--- src/sv/otr_pkg.sv ---
// ----------------------------------------------------------------------------
// otr_pkg
// Shared types, codes and constants of the one-wire temperature reader.
// ----------------------------------------------------------------------------
package otr_pkg;

    // timer width default
    localparam int TIMER_BITS_DEF = 20;

    // widest configuration register
    localparam int CFG_DATA_W = 20;
    localparam int CFG_IDX_W  = 3;

    // configuration register indexes
    localparam logic [CFG_IDX_W-1:0] CFG_RESET_LOW       = 3'd0;
    localparam logic [CFG_IDX_W-1:0] CFG_PRESENCE_SAMPLE = 3'd1;
    localparam logic [CFG_IDX_W-1:0] CFG_RESET_TAIL      = 3'd2;
    localparam logic [CFG_IDX_W-1:0] CFG_WRITE_SLOT      = 3'd3;
    localparam logic [CFG_IDX_W-1:0] CFG_READ_SAMPLE     = 3'd4;
    localparam logic [CFG_IDX_W-1:0] CFG_READ_TAIL       = 3'd5;
    localparam logic [CFG_IDX_W-1:0] CFG_CONVERT_WAIT    = 3'd6;

    // register reset values
    localparam logic [9:0]  RESET_LOW_DEF       = 10'd480;
    localparam logic [9:0]  PRESENCE_SAMPLE_DEF = 10'd70;
    localparam logic [9:0]  RESET_TAIL_DEF      = 10'd410;
    localparam logic [7:0]  WRITE_SLOT_DEF      = 8'd60;
    localparam logic [7:0]  READ_SAMPLE_DEF     = 8'd12;
    localparam logic [7:0]  READ_TAIL_DEF       = 8'd50;
    localparam logic [19:0] CONVERT_WAIT_DEF    = 20'd750000;

    // sequencer phase codes
    localparam logic [4:0] PH_IDLE    = 5'd0;
    localparam logic [4:0] PH_R1_LOW  = 5'd1;
    localparam logic [4:0] PH_R1_WAIT = 5'd2;
    localparam logic [4:0] PH_R1_TAIL = 5'd3;
    localparam logic [4:0] PH_W1_LOW  = 5'd4;
    localparam logic [4:0] PH_W1_DATA = 5'd5;
    localparam logic [4:0] PH_W1_REC  = 5'd6;
    localparam logic [4:0] PH_CONV    = 5'd7;
    localparam logic [4:0] PH_R2_LOW  = 5'd8;
    localparam logic [4:0] PH_R2_WAIT = 5'd9;
    localparam logic [4:0] PH_R2_TAIL = 5'd10;
    localparam logic [4:0] PH_W2_LOW  = 5'd11;
    localparam logic [4:0] PH_W2_DATA = 5'd12;
    localparam logic [4:0] PH_W2_REC  = 5'd13;
    localparam logic [4:0] PH_RD_LOW  = 5'd14;
    localparam logic [4:0] PH_RD_WAIT = 5'd15;
    localparam logic [4:0] PH_RD_TAIL = 5'd16;

    // status codes
    localparam logic [1:0] ST_OK         = 2'd0;
    localparam logic [1:0] ST_NO_PRES_1  = 2'd1;
    localparam logic [1:0] ST_NO_PRES_2  = 2'd2;
    localparam logic [1:0] ST_BAD_RAW    = 2'd3;

    // raw readings that mean the sensor did not answer properly
    localparam logic [15:0] RAW_ALL_ONES  = 16'hFFFF;
    localparam logic [15:0] RAW_POWER_ON  = 16'h0550;
    localparam logic [15:0] RAW_ALL_ZEROS = 16'h0000;

    // bus commands
    localparam logic [7:0] CMD_SKIP_ROM   = 8'hCC;
    localparam logic [7:0] CMD_CONVERT    = 8'h44;
    localparam logic [7:0] CMD_READ_SCRAT = 8'hBE;

    // input request payload
    typedef struct packed {
        logic op;
        logic line_level;
    } t_in_item;

    // result payload
    typedef struct packed {
        logic               drive_low;
        logic               busy_res;
        logic               done_res;
        logic [1:0]         status;
        logic signed [15:0] temperature;
    } t_out_item;

    // timing registers handed to the sequencer
    typedef struct packed {
        logic [9:0]  reset_low_us;
        logic [9:0]  presence_sample_us;
        logic [9:0]  reset_tail_us;
        logic [7:0]  write_slot_us;
        logic [7:0]  read_sample_us;
        logic [7:0]  read_tail_us;
        logic [19:0] convert_wait_us;
    } t_cfg;

    // command byte for a write group: first group skip/convert, second skip/read
    function automatic logic [7:0] cmd_byte(input logic second, input logic idx);
        logic [7:0] b;
        if (!idx) begin
            b = CMD_SKIP_ROM;
        end else if (second) begin
            b = CMD_READ_SCRAT;
        end else begin
            b = CMD_CONVERT;
        end
        return b;
    endfunction

endpackage

--- src/sv/otr_stream_if.sv ---
// ----------------------------------------------------------------------------
// otr_stream_if
// Valid/ready channel carrying one payload of a chosen type.
// ----------------------------------------------------------------------------
interface otr_stream_if #(
    parameter type t_payload = logic
);
    logic     valid;
    logic     ready;
    t_payload data;

    modport source (output valid, output data, input ready);
    modport sink   (input valid, input data, output ready);
endinterface

--- src/sv/otr_core.sv ---
// ----------------------------------------------------------------------------
// otr_core
// Measurement sequencer: advances the bus phase by one tick per request and
// produces the result of that tick.
// ----------------------------------------------------------------------------
module otr_core #(
    parameter int TIMER_BITS = otr_pkg::TIMER_BITS_DEF
) (
    input  logic              i_clk,
    input  logic              i_rst_n,
    input  logic              i_step,
    input  otr_pkg::t_in_item i_item,
    input  otr_pkg::t_cfg     i_cfg,
    output otr_pkg::t_out_item o_res
);

    localparam int WIDE_W = 33;
    localparam logic [WIDE_W-1:0] TIMER_MAX = (WIDE_W'(1) << TIMER_BITS) - WIDE_W'(1);

    logic [4:0]            r_phase, n_phase;
    logic [TIMER_BITS-1:0] r_timer, n_timer;
    logic [2:0]            r_bit, n_bit;
    logic [1:0]            r_byte, n_byte;
    logic [7:0]            r_shift, n_shift;
    logic [7:0]            r_low, n_low;
    logic signed [15:0]    r_temp, n_temp;
    logic [1:0]            r_stat, n_stat;

    logic [4:0]            ph_eff, ph;
    logic                  start;
    logic                  second;
    logic [TIMER_BITS-1:0] timer, dur;
    logic [TIMER_BITS:0]   timer_p1;
    logic [2:0]            bitc, bit_inc;
    logic [1:0]            bytec, byte_inc;
    logic [7:0]            shift;
    logic [7:0]            cmd;
    logic [15:0]           raw;
    logic                  drive, busy, done;

    // duration with zero counted as one tick and saturation at the timer max
    function automatic logic [TIMER_BITS-1:0] clamp_dur(
        input logic [otr_pkg::CFG_DATA_W-1:0] v
    );
        logic [WIDE_W-1:0] w;
        w = WIDE_W'(v);
        if (w == '0) begin
            w = WIDE_W'(1);
        end
        if (w > TIMER_MAX) begin
            w = TIMER_MAX;
        end
        return w[TIMER_BITS-1:0];
    endfunction

    // phase entry, start request and length of the current phase
    always_comb begin
        ph_eff = (r_phase > otr_pkg::PH_RD_TAIL) ? otr_pkg::PH_IDLE : r_phase;
        start  = (ph_eff == otr_pkg::PH_IDLE) && i_item.op;
        ph     = start ? otr_pkg::PH_R1_LOW : ph_eff;
        timer  = start ? '0 : r_timer;
        bitc   = start ? 3'd0 : r_bit;
        bytec  = start ? 2'd0 : r_byte;
        shift  = start ? 8'd0 : r_shift;
        second = (ph >= otr_pkg::PH_R2_LOW);

        priority case (ph)
            otr_pkg::PH_R1_LOW, otr_pkg::PH_R2_LOW:
                dur = clamp_dur(otr_pkg::CFG_DATA_W'(i_cfg.reset_low_us));
            otr_pkg::PH_R1_WAIT, otr_pkg::PH_R2_WAIT:
                dur = clamp_dur(otr_pkg::CFG_DATA_W'(i_cfg.presence_sample_us));
            otr_pkg::PH_R1_TAIL, otr_pkg::PH_R2_TAIL:
                dur = clamp_dur(otr_pkg::CFG_DATA_W'(i_cfg.reset_tail_us));
            otr_pkg::PH_W1_DATA, otr_pkg::PH_W2_DATA:
                dur = clamp_dur(otr_pkg::CFG_DATA_W'(i_cfg.write_slot_us));
            otr_pkg::PH_CONV:
                dur = clamp_dur(i_cfg.convert_wait_us);
            otr_pkg::PH_RD_WAIT:
                dur = clamp_dur(otr_pkg::CFG_DATA_W'(i_cfg.read_sample_us));
            otr_pkg::PH_RD_TAIL:
                dur = clamp_dur(otr_pkg::CFG_DATA_W'(i_cfg.read_tail_us));
            default:
                dur = clamp_dur(otr_pkg::CFG_DATA_W'(2));
        endcase
    end

    // line drive and next state of one tick
    always_comb begin
        n_phase  = ph;
        n_timer  = timer;
        n_bit    = bitc;
        n_byte   = bytec;
        n_shift  = shift;
        n_low    = r_low;
        n_temp   = r_temp;
        n_stat   = r_stat;
        drive    = 1'b0;
        busy     = 1'b0;
        done     = 1'b0;
        timer_p1 = {1'b0, timer} + (TIMER_BITS+1)'(1);
        bit_inc  = bitc + 3'd1;
        byte_inc = bytec + 2'd1;
        raw      = {shift, r_low};
        cmd      = otr_pkg::cmd_byte(second, bytec[0]);

        if (ph != otr_pkg::PH_IDLE) begin
            busy = 1'b1;

            // drive level
            priority case (ph)
                otr_pkg::PH_R1_LOW, otr_pkg::PH_R2_LOW, otr_pkg::PH_W1_LOW,
                otr_pkg::PH_W2_LOW, otr_pkg::PH_RD_LOW: begin
                    drive = 1'b1;
                end
                otr_pkg::PH_W1_DATA, otr_pkg::PH_W2_DATA: begin
                    drive = ~cmd[bitc];
                end
                default: begin
                    drive = 1'b0;
                end
            endcase

            // phase timer and end-of-phase transitions
            if (timer_p1 < {1'b0, dur}) begin
                n_timer = timer_p1[TIMER_BITS-1:0];
            end else begin
                n_timer = '0;
                priority case (ph)
                    otr_pkg::PH_R1_WAIT, otr_pkg::PH_R2_WAIT: begin
                        // high line at the sample means nobody answered
                        n_bit   = {2'b00, i_item.line_level};
                        n_phase = ph + 5'd1;
                    end
                    otr_pkg::PH_R1_TAIL, otr_pkg::PH_R2_TAIL: begin
                        if (bitc[0]) begin
                            n_stat  = second ? otr_pkg::ST_NO_PRES_2 : otr_pkg::ST_NO_PRES_1;
                            n_temp  = '0;
                            n_phase = otr_pkg::PH_IDLE;
                            done    = 1'b1;
                        end else begin
                            n_bit   = 3'd0;
                            n_byte  = 2'd0;
                            n_phase = ph + 5'd1;
                        end
                    end
                    otr_pkg::PH_W1_REC, otr_pkg::PH_W2_REC: begin
                        n_bit   = bit_inc;
                        n_phase = ph - 5'd2;
                        if (bit_inc == 3'd0) begin
                            n_byte = byte_inc;
                            if (byte_inc >= 2'd2) begin
                                n_byte  = 2'd0;
                                n_shift = 8'd0;
                                n_phase = second ? otr_pkg::PH_RD_LOW : otr_pkg::PH_CONV;
                            end
                        end
                    end
                    otr_pkg::PH_RD_WAIT: begin
                        n_shift = shift | (8'(i_item.line_level) << bitc);
                        n_phase = otr_pkg::PH_RD_TAIL;
                    end
                    otr_pkg::PH_RD_TAIL: begin
                        n_bit   = bit_inc;
                        n_phase = otr_pkg::PH_RD_LOW;
                        if (bit_inc == 3'd0) begin
                            if (!bytec[0]) begin
                                n_low   = shift;
                                n_shift = 8'd0;
                                n_byte  = 2'd1;
                            end else begin
                                // reject readings of a missing or unconverted sensor
                                if (raw == otr_pkg::RAW_ALL_ONES || raw == otr_pkg::RAW_POWER_ON
                                        || raw == otr_pkg::RAW_ALL_ZEROS) begin
                                    n_stat = otr_pkg::ST_BAD_RAW;
                                    n_temp = '0;
                                end else begin
                                    n_stat = otr_pkg::ST_OK;
                                    n_temp = $signed(raw);
                                end
                                n_phase = otr_pkg::PH_IDLE;
                                n_byte  = 2'd0;
                                done    = 1'b1;
                            end
                        end
                    end
                    default: begin
                        n_phase = ph + 5'd1;
                    end
                endcase
            end
        end

        o_res.drive_low   = drive;
        o_res.busy_res    = busy;
        o_res.done_res    = done;
        o_res.status      = n_stat;
        o_res.temperature = n_temp;
    end

    // sequencer state
    always_ff @(posedge i_clk) begin
        if (!i_rst_n) begin
            r_phase <= otr_pkg::PH_IDLE;
            r_timer <= '0;
            r_bit   <= 3'd0;
            r_byte  <= 2'd0;
            r_shift <= 8'd0;
            r_low   <= 8'd0;
            r_temp  <= '0;
            r_stat  <= otr_pkg::ST_OK;
        end else if (i_step) begin
            r_phase <= n_phase;
            r_timer <= n_timer;
            r_bit   <= n_bit;
            r_byte  <= n_byte;
            r_shift <= n_shift;
            r_low   <= n_low;
            r_temp  <= n_temp;
            r_stat  <= n_stat;
        end
    end

endmodule

--- src/sv/onewire_temperature_reader.sv ---
// ----------------------------------------------------------------------------
// onewire_temperature_reader
// One-wire bus master that runs a skip-ROM temperature measurement.
// ----------------------------------------------------------------------------
// Usage:
//   i_in carries one request per microsecond tick: op (1 starts a measurement
//   when idle) and the sampled line level. o_out carries one result per
//   request: line drive, busy and done flags, last status and last raw
//   temperature in 1/16 degree.
//   Timing registers are written through i_cfg_we / i_cfg_index / i_cfg_wdata
//   while no measurement is running.
//   The result of a request is presented on the cycle after it is accepted.
//   One request per cycle while results are taken; the single sequencer step
//   between the request and the result register sets this figure.
//   The input stays ready while a result waits, as long as the downstream
//   side takes that result in the same cycle; a stalled result holds and
//   stops new requests until it is taken.
//   Reset brings the sequencer to idle, status ok, temperature zero and all
//   timing registers to their default values.
// ----------------------------------------------------------------------------
module onewire_temperature_reader #(
    parameter int TIMER_BITS = otr_pkg::TIMER_BITS_DEF
) (
    input  logic                              i_clk,
    input  logic                              i_rst_n,
    otr_stream_if.sink                        i_in,
    otr_stream_if.source                      o_out,
    input  logic                              i_cfg_we,
    input  logic [otr_pkg::CFG_IDX_W-1:0]     i_cfg_index,
    input  logic [otr_pkg::CFG_DATA_W-1:0]    i_cfg_wdata
);

    otr_pkg::t_cfg      r_cfg;
    otr_pkg::t_out_item r_out;
    otr_pkg::t_out_item step_res;
    logic               r_out_valid;
    logic               in_ready;
    logic               in_accept;

    // handshake: accept when the result slot is empty or being drained
    assign in_ready    = !r_out_valid || o_out.ready;
    assign in_accept   = i_in.valid && in_ready;
    assign i_in.ready  = in_ready;
    assign o_out.valid = r_out_valid;
    assign o_out.data  = r_out;

    // timing registers
    always_ff @(posedge i_clk) begin
        if (!i_rst_n) begin
            r_cfg.reset_low_us       <= otr_pkg::RESET_LOW_DEF;
            r_cfg.presence_sample_us <= otr_pkg::PRESENCE_SAMPLE_DEF;
            r_cfg.reset_tail_us      <= otr_pkg::RESET_TAIL_DEF;
            r_cfg.write_slot_us      <= otr_pkg::WRITE_SLOT_DEF;
            r_cfg.read_sample_us     <= otr_pkg::READ_SAMPLE_DEF;
            r_cfg.read_tail_us       <= otr_pkg::READ_TAIL_DEF;
            r_cfg.convert_wait_us    <= otr_pkg::CONVERT_WAIT_DEF;
        end else if (i_cfg_we) begin
            unique case (i_cfg_index)
                otr_pkg::CFG_RESET_LOW:       r_cfg.reset_low_us       <= i_cfg_wdata[9:0];
                otr_pkg::CFG_PRESENCE_SAMPLE: r_cfg.presence_sample_us <= i_cfg_wdata[9:0];
                otr_pkg::CFG_RESET_TAIL:      r_cfg.reset_tail_us      <= i_cfg_wdata[9:0];
                otr_pkg::CFG_WRITE_SLOT:      r_cfg.write_slot_us      <= i_cfg_wdata[7:0];
                otr_pkg::CFG_READ_SAMPLE:     r_cfg.read_sample_us     <= i_cfg_wdata[7:0];
                otr_pkg::CFG_READ_TAIL:       r_cfg.read_tail_us       <= i_cfg_wdata[7:0];
                otr_pkg::CFG_CONVERT_WAIT:    r_cfg.convert_wait_us    <= i_cfg_wdata;
                default: begin
                end
            endcase
        end
    end

    // sequencer
    otr_core #(
        .TIMER_BITS (TIMER_BITS)
    ) u_core (
        .i_clk   (i_clk),
        .i_rst_n (i_rst_n),
        .i_step  (in_accept),
        .i_item  (i_in.data),
        .i_cfg   (r_cfg),
        .o_res   (step_res)
    );

    // result register
    always_ff @(posedge i_clk) begin
        if (!i_rst_n) begin
            r_out_valid <= 1'b0;
        end else if (in_accept) begin
            r_out_valid <= 1'b1;
        end else if (o_out.ready) begin
            r_out_valid <= 1'b0;
        end
    end

    always_ff @(posedge i_clk) begin
        if (in_accept) begin
            r_out <= step_res;
        end
    end

    // assertions
    a_accept_fills: assert property (@(posedge i_clk) disable iff (!i_rst_n)
        in_accept |=> r_out_valid)
        else $error("accepted request produced no result");

    a_no_overwrite: assert property (@(posedge i_clk) disable iff (!i_rst_n)
        !(in_accept && r_out_valid && !o_out.ready))
        else $error("request accepted over a stalled result");

    a_done_busy: assert property (@(posedge i_clk) disable iff (!i_rst_n)
        (r_out_valid && r_out.done_res) |-> r_out.busy_res)
        else $error("done flagged outside a sequence");

    a_fail_zero: assert property (@(posedge i_clk) disable iff (!i_rst_n)
        (r_out_valid && r_out.done_res && r_out.status != otr_pkg::ST_OK)
            |-> (r_out.temperature == '0))
        else $error("failed measurement left a temperature");

    a_ok_valid: assert property (@(posedge i_clk) disable iff (!i_rst_n)
        (r_out_valid && r_out.done_res && r_out.status == otr_pkg::ST_OK)
            |-> (r_out.temperature != '0))
        else $error("ok status with a rejected reading");

endmodule
--- src/flat_wrapper.sv ---
// flat-port wrapper written by rule: the top's interface ports become plain ports
module onewire_temperature_reader_flat 
#(
    parameter int TIMER_BITS = otr_pkg::TIMER_BITS_DEF
)
  (i_clk, i_rst_n, i_cfg_we, i_cfg_index, i_cfg_wdata, i_in_valid, i_in_data, i_in_ready, o_out_valid, o_out_data, o_out_ready);
  otr_stream_if i_in_i ();
  otr_stream_if o_out_i ();
  input  logic i_clk;
  input  logic i_rst_n;
  input  logic i_cfg_we;
  input  logic [otr_pkg::CFG_IDX_W-1:0] i_cfg_index;
  input  logic [otr_pkg::CFG_DATA_W-1:0] i_cfg_wdata;
  input wire logic [$bits(i_in_i.valid)-1:0] i_in_valid;
  input wire logic [$bits(i_in_i.data)-1:0] i_in_data;
  output wire logic [$bits(i_in_i.ready)-1:0] i_in_ready;
  output wire logic [$bits(o_out_i.valid)-1:0] o_out_valid;
  output wire logic [$bits(o_out_i.data)-1:0] o_out_data;
  input wire logic [$bits(o_out_i.ready)-1:0] o_out_ready;
  assign i_in_i.valid = i_in_valid;
  assign i_in_i.data = i_in_data;
  assign i_in_ready = i_in_i.ready;
  assign o_out_valid = o_out_i.valid;
  assign o_out_data = o_out_i.data;
  assign o_out_i.ready = o_out_ready;
  onewire_temperature_reader #(.TIMER_BITS(TIMER_BITS)) u_core (.i_clk(i_clk), .i_rst_n(i_rst_n), .i_in(i_in_i), .o_out(o_out_i), .i_cfg_we(i_cfg_we), .i_cfg_index(i_cfg_index), .i_cfg_wdata(i_cfg_wdata));
endmodule
--- config.mk ---
export PLATFORM = sky130hd
export DESIGN_NAME = onewire_temperature_reader_flat
export DESIGN_NICKNAME = d
export VERILOG_FILES = /design/src/sv/otr_pkg.sv /design/src/sv/otr_stream_if.sv /design/src/sv/otr_core.sv /design/src/sv/onewire_temperature_reader.sv /design/src/flat_wrapper.sv
export SDC_FILE = /design/constraint.sdc
export NUM_CORES = 1
export LEC_CHECK = 0
export ABC_AREA = 1
export BUFFER_PORTS_ARGS = -buffer_cell sky130_fd_sc_hd__buf_2
export CAP_MARGIN = 10
export CORE_MARGIN = 10
export CORE_UTILIZATION = 48
export DETAILED_ROUTE_END_ITERATION = 16
export GPL_ROUTABILITY_DRIVEN = 1
export PLACE_DENSITY = 0.65
export SKIP_LAST_GASP = 1
export SLEW_MARGIN = 10
export SYNTH_ARGS = -nofsm -noshare
export SYNTH_HDL_FRONTEND = slang
export SYNTH_SLANG_ARGS = --single-unit
--- constraint.sdc ---
create_clock -name i_clk -period 7.9 [get_ports i_clk]
set_clock_uncertainty 0.05 [all_clocks]
set_input_delay 1.975 -clock i_clk [delete_from_list [all_inputs] [get_ports i_clk]]
set_output_delay 1.975 -clock i_clk [all_outputs]
set_load 0.01 [all_outputs]
==> impl_metrics.tcl <==
set metrics [dict create \
    synth.most_common_cell "nand2_1" \
    path_common_cell "nand2_1" \
    grt_pass1_wl_um 29200 \
    p_int_w 0.00115 \
    crit_path_max_incr_delay_ps 450 \
    powerDensity_mw_per_mm2 206 \
    synth-edff-count 1 \
    wl_um 17500 \
    firstDrtPassIters 5 \
    drive_above_1_share 0.0919 \
    p_sw_w 0.000402 \
    fin_util 0.547 \
    syn_area_mm2 0.00670 \
    h-tree-depth 4 \
    finalSetupViolCount 0 \
    cts_tree "done" \
    cpMaxStageDelayCell "nor2_4" \
    vias 6221 \
    reg2reg_slack_ps 3440 \
    num_rows 43 \
    ant_nets 0 \
    numCtsBuffers 17 \
    start_kind "register" \
    final_hold_viol_count 0 \
    maxCapViolations 0 \
    hold_buffers 0 \
    period_needed_ps 4460 \
    die_area_mm2 0.0191 \
    drcViolationCount 0 \
    ys_types 50 \
    start_util 0.486 \
    post_cts_buffers 0 \
    p_leak_nw 3.36 \
    ys.warnings.count 0 \
    dpl_worst_slack_ps 3490 \
    synth.area.top_cells "dfxtp_1 (36%), nand2_1 (12%), nor2_1 (8.1%)" \
    grt_pass1_vias 5801 \
    async_flop_share 0 \
    arrival_ps 4740 \
    p_seq_frac 0.418 \
    insertion_delay_ps 430 \
    max_freq_mhz 224 \
    postSynthAreaPerCell_um2 6.96 \
    ir_worst_vdd_mv 0.135 \
    hold_path_class "register to register" \
    cts.sinks 123 \
    path_clk_slew_ps 60 \
    tns_ps 0 \
    cp.required_ps 8180 \
    relSlewSlack 0.336 \
    synth_largest_area_cell "dfxtp_1" \
    status "finished, final reports clean" \
    grt_max_degree 88 \
    fillers 1369 \
    swShare 0.259 \
    die_w_um 138 \
    dp_hpwl_um 12600 \
    pwr-share-clk 0.497 \
    fin_ws_ps 3440 \
    cts_root_buffer "clkbuf_16" \
    drtIter0Drc 514 \
    yosysSeqAreaShare 0.369 \
    grt_use_total 0.182 \
    synthTopCellsByCount "nand2_1 (208), nor2_1 (144), dfxtp_1 (122)" \
    avgRoutedWirePerCell_um 14.8 \
    synth_cells 962 \
    totalPowerFinal_w 0.00155 \
    antenna_found_initial 0 \
    fp.dieH_um 138 \
    synthToLayoutAreaGrowth_pct 12.5 \
    grt_overflow 0 \
    rsz0062_at_grt "no" \
    core_mm2 0.0138 \
    dpl_cell_area_mm2 0.00695 \
    portBuffers 31 \
    gp_routability_congestion 0.915 \
    end_kind "register" \
    min_period_over_period 0.565 \
    io_pins 32 \
    num_antenna_cells 0 \
    layout.nets 1048 \
    cts_resized 0 \
    crit_fanout 23 \
    power_frac_comb 0.086 \
    final_area_mm2 0.00754 \
    synth-main-ff-cell "dfxtp_1" \
    timing_worst_setup_path_type "register to register" \
    drv_slew 0 \
    yosysTopAreaCellShare 0.365 \
    via_per_inst 5.27 \
    worst_pin_slew_ps 995 \
    syn_nets 1022 \
    clockBufferDepth 2 \
    synth-seq-cells 123 \
]
## per-stage QoR
step | hold slack, ps | instances
2_1_floorplan | 388 | 962
3_3_place_gp | 404 | 1149
5_1_grt | 438 | 1181
6_report | 419 | 1181
3_5_place_dp | 409 | 1149
4_1_cts | 421 | 1181
## critical path: cells and delay by family, from the launching register on
| kind | cells | cell delay (ps) |
|---|---|---|
| AOI/OAI and AO/OA | 7 | 1030 |
| adders and majority gates | 2 | 480 |
| buffers and inverters | 3 | 510 |
| DFF | 1 | 430 |
| and+or+nand+nor | 13 | 1830 |
## power groups by stage
stage	registers, W	logic (W)	clock network [W]
2_1_floorplan	0.000659	0.000102	0
3_3_place_gp	0.000662	0.000131	0
3_5_place_dp	0.000662	0.000132	0
4_1_cts	0.000648	0.000133	0.000776
5_1_grt	0.000650	0.000150	0.000806
6_report	0.000649	0.000133	0.000772
## worst paths after layout
path | startpoint | to | cells past startpoint
max | u_core.u_core.r_phase[2]$_SDFFE_PN0P_ | u_core.u_core.r_timer[7]$_SDFFE_PN0P_ | 25
min reg2reg | u_core.u_core.r_shift[4]$_SDFFE_PN0P_ | u_core.u_core.r_shift[4]$_SDFFE_PN0P_ | 2
max reg2reg | u_core.u_core.r_phase[2]$_SDFFE_PN0P_ | u_core.u_core.r_timer[7]$_SDFFE_PN0P_ | 25
min | u_core.u_core.r_shift[4]$_SDFFE_PN0P_ | u_core.u_core.r_shift[4]$_SDFFE_PN0P_ | 2
## sequential cells by signal, indices dropped and copies added (netlist names)
name and flops:
u_core.r_cfg 74, u_core.u_core.r_timer 20, u_core.u_core.r_low 8, u_core.u_core.r_shift 8
u_core.u_core.r_phase 5, u_core.u_core.r_bit 3, u_core.u_core.r_byte 2, u_core.o_out.data 1
u_core.o_out.valid 1, u_core.u_core.r_temp 1
## layout make-up
| class | instances | area [um2] | share of cell area |
|---|---|---|---|
| sequential | 123 | 2470 | 0.328 |
| inverter | 120 | 450 | 0.0598 |
| clock inverter | 13 | 144 | 0.0191 |
| tap | 180 | 225 | 0.0299 |
| multi-input combinational | 691 | 3620 | 0.480 |
| timing repair buffer | 35 | 185 | 0.0246 |
| clock buffer | 19 | 443 | 0.0588 |
## layout by cell type (no fill, tap or decap), types with 3 or more instances in the layout
| cell | count |
|---|---|
| clkinv_4 | 5 |
| nor2_1 | 144 |
| buf_2 | 31 |
| inv_1 | 112 |
| buf_4 | 4 |
| nand2_2 | 4 |
| o21ai_0 | 57 |
| nand3_1 | 45 |
| nand3b_1 | 4 |
| nor2_2 | 3 |
| a22oi_1 | 6 |
| nor3_1 | 14 |
| a21oi_1 | 69 |
| o211ai_1 | 14 |
| a221oi_1 | 6 |
| dfxtp_1 | 122 |
| inv_2 | 3 |
| clkbuf_16 | 17 |
| nand2_1 | 208 |
| clkinv_1 | 5 |
| nand2_4 | 5 |
| nand4_1 | 27 |
| o22ai_1 | 5 |
| xnor2_1 | 6 |
| clkinv_2 | 3 |
| xor2_1 | 12 |
| ha_1 | 31 |
| nor4_1 | 6 |
## kinds of logic (layout without fill, tap and decap cells)
| logic type | Yosys count | after routing | share of synthesized area |
|---|---|---|---|
| AO/OA/AOI/OAI | 176 | 176 | 0.156 |
| adder cells (fa/ha/maj) | 31 | 31 | 0.0579 |
| buffers and inverters | 148 | 187 | 0.0913 |
| flip-flops | 123 | 123 | 0.369 |
| XOR/XNOR | 18 | 18 | 0.0235 |
| AND/OR/NAND/NOR | 466 | 466 | 0.303 |
## routing by layer
metal | wire (um) | global-route usage | share of wire | vias up
li1 | - | - | - | 3242
met1 | 8590 | 0.243 | 0.49 | 2799
met2 | 7850 | 0.278 | 0.45 | 153
met3 | 690 | 0.0363 | 0.039 | 27
met4 | 404 | 0.0760 | 0.023 | 0
met5 | 0 | 0 | 0 | -
No activity file was read; power rests on OpenSTA's default activity.
